[config.mk]
export PLATFORM = sky130hd
export DESIGN_NAME = packed_low_bit_four_row_dot
export DESIGN_NICKNAME = d
export VERILOG_FILES = /design/src/rtl/plbfrd_pkg.sv /design/src/rtl/packed_low_bit_four_row_dot.sv
export SDC_FILE = /design/constraint.sdc
export NUM_CORES = 2
export LEC_CHECK = 0
export BUFFER_PORTS_ARGS = -buffer_cell sky130_fd_sc_hd__buf_2
export CAP_MARGIN = 20
export CORE_ASPECT_RATIO = 0.5
export CORE_UTILIZATION = 60
export CTS_CLUSTER_DIAMETER = 150
export DETAILED_ROUTE_END_ITERATION = 16
export PLACE_DENSITY = 0.89
export SLEW_MARGIN = 20
export SYNTH_ARGS = -nofsm -noshare
export SYNTH_HDL_FRONTEND = slang
export SYNTH_SLANG_ARGS = --single-unit
[constraint.sdc]
create_clock -name clk_i -period 27.2 [get_ports clk_i]
set_clock_uncertainty 0.1 [all_clocks]
set_input_delay 5.44 -clock clk_i [delete_from_list [all_inputs] [get_ports clk_i]]
set_output_delay 5.44 -clock clk_i [all_outputs]
set_load 0.01 [all_outputs]
[src/rtl/plbfrd_pkg.sv]
// Package for the packed low-bit four-row dot product block.
// Holds field widths, the weight mode codes and the weight slot decoder.
// No dependencies.
`default_nettype none

package plbfrd_pkg;

  localparam int unsigned LANES     = 4;   // element slots per word
  localparam int unsigned VEC_W     = 32;  // vector field width
  localparam int unsigned ROW_W     = 32;  // packed weight field width per row
  localparam int unsigned CNT_W     = 3;   // valid count field width
  localparam int unsigned ELEM_W    = 8;   // vector element width
  localparam int unsigned PROD_W    = 16;  // signed 8 x 8 product
  localparam int unsigned GRP_SUM_W = 18;  // sum of four products
  localparam int unsigned SUM_W     = 32;  // result field width per row

  typedef enum logic [1:0] {
    WMODE_INT8 = 2'd0,
    WMODE_INT4 = 2'd1,
    WMODE_INT2 = 2'd2
  } weight_mode_e;

  // Sign-extended weight of one slot; the unused mode code falls back to 8 bit
  function automatic logic signed [ELEM_W-1:0] weight_elem(
    input logic [ROW_W-1:0] bits,
    input weight_mode_e     mode,
    input logic [1:0]       lane
  );
    logic [7:0] byt;
    logic [3:0] nib;
    logic [1:0] crumb;
    byt   = bits[lane*8 +: 8];
    nib   = bits[lane*4 +: 4];
    crumb = bits[lane*2 +: 2];
    case (mode)
      WMODE_INT4: weight_elem = {{4{nib[3]}}, nib};
      WMODE_INT2: weight_elem = {{6{crumb[1]}}, crumb};
      default:    weight_elem = byt;
    endcase
  endfunction

endpackage

`default_nettype wire

[src/rtl/packed_low_bit_four_row_dot.sv]
// Top level of the packed low-bit four-row dot product block.
// Depends on plbfrd_pkg (widths, weight mode codes, slot decoder).
//
// Computes ROWS signed dot products of packed weight rows (8, 4 or 2 bit
// signed, chosen by weight_mode) against a shared vector of signed bytes.
// Each input word brings four vector elements and four weights per row; the
// lowest valid_count slots (counts above four act as four) are multiplied and
// added into per-row ACC_WIDTH-bit accumulators that wrap. A word with tlast
// set emits one output word with the low 32 bits of every sum, that word
// included, and clears the accumulators. Throughput is one word per clock
// while s_axis_tready is high: a taken word is loaded into the input
// register; from there four 8x8 multiplies per row, a four-input adder per
// row and the accumulator add finish into the accumulators and, for a last
// word, the result register, which offers the result word. A non-last word
// never waits in the input register; a last word waits there only while
// the result register holds an unread word, and only then is s_axis_tready
// low.
// weight_mode may be written only while no word is in flight.
`default_nettype none

module packed_low_bit_four_row_dot
  import plbfrd_pkg::*;
#(
  parameter int unsigned ROWS      = 4,
  parameter int unsigned ACC_WIDTH = 32
) (
  input  wire logic                 clk_i,
  input  wire logic                 rst_ni,
  // config: weight_mode
  input  wire logic                 cfg_we_i,
  input  wire logic [1:0]           cfg_wdata_i,
  // input words
  input  wire logic                 s_axis_tvalid,
  output logic                      s_axis_tready,
  // tdata: vector_word, row0_bits .. row(ROWS-1)_bits, valid_count, zero pad
  input  wire logic [((VEC_W + ROWS*ROW_W + CNT_W + 7) / 8) * 8 - 1:0] s_axis_tdata,
  input  wire logic                 s_axis_tlast,   // last_group
  // result words
  output logic                      m_axis_tvalid,
  input  wire logic                 m_axis_tready,
  // tdata: sum_row0 .. sum_row(ROWS-1), 32 bits each
  output logic [ROWS*SUM_W-1:0]     m_axis_tdata
);

  localparam int unsigned WIDE_W = (ACC_WIDTH > SUM_W) ? ACC_WIDTH : SUM_W;

  // configuration
  weight_mode_e mode_q;

  always_ff @(posedge clk_i or negedge rst_ni) begin
    if (!rst_ni) begin
      mode_q <= WMODE_INT8;
    end else if (cfg_we_i) begin
      mode_q <= weight_mode_e'(cfg_wdata_i);
    end
  end

  // input register
  logic             in_valid_q, in_valid_d;
  logic [VEC_W-1:0] in_vec_q;
  logic [ROW_W-1:0] in_rows_q [ROWS];
  logic [CNT_W-1:0] in_cnt_q;
  logic             in_last_q;
  logic             s_accept;
  logic             advance;

  // result register and accumulators
  logic                 out_valid_q, out_valid_d;
  logic [SUM_W-1:0]     out_sum_q [ROWS];
  logic [ACC_WIDTH-1:0] acc_q [ROWS];
  logic [ACC_WIDTH-1:0] acc_new [ROWS];

  // handshake: the input stage drains unless a last word meets an unread result word
  always_comb begin
    advance       = in_valid_q && (!in_last_q || !out_valid_q || m_axis_tready);
    s_axis_tready = !in_valid_q || advance;
    s_accept      = s_axis_tvalid && s_axis_tready;

    in_valid_d = in_valid_q;
    if (s_accept) begin
      in_valid_d = 1'b1;
    end else if (advance) begin
      in_valid_d = 1'b0;
    end

    out_valid_d = out_valid_q;
    if (advance && in_last_q) begin
      out_valid_d = 1'b1;
    end else if (m_axis_tready) begin
      out_valid_d = 1'b0;
    end
  end

  always_ff @(posedge clk_i or negedge rst_ni) begin
    if (!rst_ni) begin
      in_valid_q  <= 1'b0;
      out_valid_q <= 1'b0;
    end else begin
      in_valid_q  <= in_valid_d;
      out_valid_q <= out_valid_d;
    end
  end

  always_ff @(posedge clk_i) begin
    if (s_accept) begin
      in_vec_q  <= s_axis_tdata[VEC_W-1:0];
      in_cnt_q  <= s_axis_tdata[VEC_W + ROWS*ROW_W +: CNT_W];
      in_last_q <= s_axis_tlast;
      for (int r = 0; r < ROWS; r++) begin
        in_rows_q[r] <= s_axis_tdata[VEC_W + r*ROW_W +: ROW_W];
      end
    end
  end

  // multiply and add: per row, four lane products summed into the accumulator
  always_comb begin
    logic                        lane_en;
    logic signed [ELEM_W-1:0]    xv;
    logic signed [ELEM_W-1:0]    wv;
    logic signed [PROD_W-1:0]    prod;
    logic signed [GRP_SUM_W-1:0] grp;
    for (int r = 0; r < ROWS; r++) begin
      grp = '0;
      for (int j = 0; j < LANES; j++) begin
        lane_en = in_cnt_q > CNT_W'(j);  // counts above four cover all lanes
        xv      = in_vec_q[j*ELEM_W +: ELEM_W];
        wv      = weight_elem(in_rows_q[r], mode_q, 2'(j));
        prod    = xv * wv;
        if (lane_en) begin
          grp = grp + GRP_SUM_W'(prod);
        end
      end
      acc_new[r] = acc_q[r] + {{(ACC_WIDTH - GRP_SUM_W){grp[GRP_SUM_W-1]}}, grp};
    end
  end

  always_ff @(posedge clk_i or negedge rst_ni) begin
    if (!rst_ni) begin
      for (int r = 0; r < ROWS; r++) begin
        acc_q[r] <= '0;
      end
    end else if (advance) begin
      for (int r = 0; r < ROWS; r++) begin
        acc_q[r] <= in_last_q ? '0 : acc_new[r];
      end
    end
  end

  // result: low 32 bits of the wrapped sum, zero-extended for narrow accumulators
  always_ff @(posedge clk_i) begin
    logic [WIDE_W-1:0] wide;
    if (advance && in_last_q) begin
      for (int r = 0; r < ROWS; r++) begin
        wide         = WIDE_W'(acc_new[r]);
        out_sum_q[r] <= wide[SUM_W-1:0];
      end
    end
  end

  assign m_axis_tvalid = out_valid_q;

  always_comb begin
    for (int r = 0; r < ROWS; r++) begin
      m_axis_tdata[r*SUM_W +: SUM_W] = out_sum_q[r];
    end
  end

endmodule

`default_nettype wire

==> results.toml <==
[synthesis]
synth_flop_cell = "edfxtp_1"
synth.net_count = 9594
netlist_area_mm2 = 0.07221
yosysUniqueCellTypes = 77
yosys_register_bits = 424
postSynth.asyncResetShare = 0.3113
synth-edff-count = 292
avgSynthCellArea_um2 = 9.653
ys_seq_area_frac = 0.1672
synth_cells = 7480
yosys_warnings = 0

[cts]
tritoncts = "built"
cts_hold_buffers = 0
cts_made_buffers = 47
cts_sinks = 424
clk_latency_ns = 0.65
cts_setup_buffers = 0
ctsResizeCount = 0
htreeDepth = 2
clk_pin_slew_ns = 0.07
root_buffer = "clkbuf_16"
clk_path_buf_depth = 3

[sta]
hold_viol = 0
min_period_over_period = 0.8182
finalSetupViolations = 0
rsz0062_at_grt = "false"
fin_crit_ns = 22.26
timing.setup.tns_ns = 0
fmax_ghz = 0.04493
maxSlewViolCount = 0
tightestPinTransition_ns = 1.266
max_slew_margin = 0.1470

[cells_and_area]
fin_nets = 9789
syn2layout_area_growth_pct = 6.763
stdcell_area_mm2 = 0.07709
n_fill_cell = 8540
drive_gt1_frac = 0.06935

[drt]
ant_nets = 0
drt-wirelength-per-cell_um = 20.71
detailedRoute.firstIterationViolations = 5494
drt-pass1-iter-count = 8
route.detailed.drc = 0
wirelength_um = 192900
vias = 55030
routed_via_density = 5.908

[setup_path]
endpoint_kind = "register"
required_ns = 27.61
critical_path_arrival_ns = 22.66
slowest_delay_ns = 0.77
critPathMaxFanout = 32
crit_path_top_delay_cell = "a21oi_1"
critPathKind = "reg -> reg"
cp-start-kind = "register"
cp_num_buf_inv = 13
critPathTopFamily = "adder cells"
cpMostUsedCell = "fa_1"

[die]
initial_core_util = 0.6089
core_area_mm2 = 0.1186
dieArea_mm2 = 0.1218
rows = 89
fp.dieW_um = 492.6
die_h_um = 247.3
pin_count = 306

[global_routing]
grt_usage = 0.3215
grt_pass1_vias = 57620
antenna_found_initial = 9
grt_max_degree = 86
grt-ovfl-total = 0
grt_pass1_wl_um = 306100

[placement]
gp_congestion = 0.9984
port_buffers = 300
dpl.hpwl_um = 150700
placed_area_mm2 = 0.07547

[worst_hold_path]
min_path_type = "reg -> reg"

[outcome]
status = "finished clean"

[run]
max_cap_violations = 0
-- path summary, 6_finish.rpt --
kind,startpoint,to,slack [ns],depth (start not counted)
max in group asynchronous,rst_ni,acc_q[88]$_DFFE_PN0P_,20.77,2
hold reg to reg,acc_q[0]$_DFFE_PN0P_,acc_q[0]$_DFFE_PN0P_,0.38,2
min in group asynchronous,rst_ni,mode_q[1]$_DFFE_PN0P_,4.78,1
hold / removal,acc_q[0]$_DFFE_PN0P_,acc_q[0]$_DFFE_PN0P_,0.38,2
setup reg to reg,mode_q[1]$_DFFE_PN0P_,acc_q[94]$_DFFE_PN0P_,4.94,73
setup / recovery,mode_q[1]$_DFFE_PN0P_,acc_q[94]$_DFFE_PN0P_,4.94,73
-- cells in the mapped netlist, types with 9 or more instances --
cell      count  area, um2
a211o_1      12      105.1
a211oi_1     34      255.2
a21boi_0     19      142.6
a21o_1      124      930.9
a21oi_1     349       1747
a221oi_1     22      192.7
a22o_1      122       1069
a22oi_1      40      300.3
a31oi_1      30      187.7
and2_1      384       2402
and3_1       22      137.6
buf_1        16      60.06
clkbuf_1    213      799.5
dfrtp_1     132       3303
edfxtp_1    292       8768
fa_1       1180      23620
ha_1        758       9484
inv_1      1556       5841
mux2_2       33      371.6
mux2i_1      19      190.2
nand2_1     549       2061
nand2b_1    161       1007
nand3_1      49      245.2
nand4_1      12      75.07
nor2_1      234      878.3
nor2b_1     222       1389
nor3_1       35      175.2
nor3b_1       9      67.56
o211ai_1     15      112.6
o21a_1       46      345.3
o21ai_0     245       1226
o21ai_1      13      65.06
o21bai_1     21      157.7
o31ai_1      10      75.07
or2_2        17      106.4
or3_1        19      118.9
xnor2_1     266       2330
xor2_1       99      867.1
-- worst min-delay path: cells and delay by family (launching register included) --
family / cells / cell delay, ns
simple gates: 2 / 0.10
flops: 1 / 0.35
-- cell families after synthesis --
logic type,after synthesis,synth area share
buffers and inverters,1785,0.09279
adders and majority gates,1938,0.4585
DFF,424,0.1672
and+or+nand+nor,1736,0.1225
xor gates and xnor gates,369,0.04554
muxes,52,0.007780
AOI/OAI and AO/OA,1176,0.1057
-- area by class of cell --
| type | count | area (um2) | share of cell area |
|---|---|---|---|
| diodes | 8 | 20.02 | 0.0002597 |
| clock buffers | 52 | 1236 | 0.01604 |
| clock inverters | 36 | 360.3 | 0.004674 |
| inverters | 1556 | 5841 | 0.07576 |
| multi-input cells | 5271 | 53500 | 0.6940 |
| flip-flops and latches | 424 | 12070 | 0.1566 |
| well taps | 1592 | 1992 | 0.02584 |
| repair buffers | 375 | 2068 | 0.02683 |
-- metrics by stage --
step	util	instances	worst slack, ns	hold slack [ns]
floorplan	-	7480	8.128	0.3453
global placement	0.6363	9216	5.905	0.3563
detailed placement	0.6363	9217	5.547	0.3634
CTS	0.6498	9305	5.434	0.3781
global route	0.6500	9313	3.796	0.4025
finish	0.6500	9314	4.944	0.3751
-- per-layer routing --
layer	wire length, um	global-route usage	up-vias
met2	86330	0.5056	3051
met4	11380	0.1580	2
li1	-	-	24120
met1	73080	0.4156	27170
met3	22100	0.08376	684
met5	13	0	-
-- registers in the layout (all words and copies together) (netlist names) --
signal / flops
in_vec_q: 32
acc_q: 128
m_axis_tvalid: 1
in_rows_q: 128
mode_q: 2
out_sum_q: 128
in_cnt_q: 3
in_valid_q: 1
in_last_q: 1
-- cells in the final DEF (no fill, tap or decap), drive strengths merged, types with 23 or more instances in the layout --
cell,instances
nand2,549
nor2b,222
a31oi,30
inv,1565
nor2,234
o21ai,259
clkbuf,53
nand2b,161
ha,758
xnor2,266
a21oi,349
a211oi,34
a221oi,23
mux2,33
o21a,46
a22oi,40
a21o,124
buf,374
fa,1180
edfxtp,292
a22o,122
nor3,35
xor2,99
and2,384
nand3,49
dfrtp,132
Power is not shown: default switching activity piles up to over one toggle a cycle in this logic, so the estimate is an artifact.
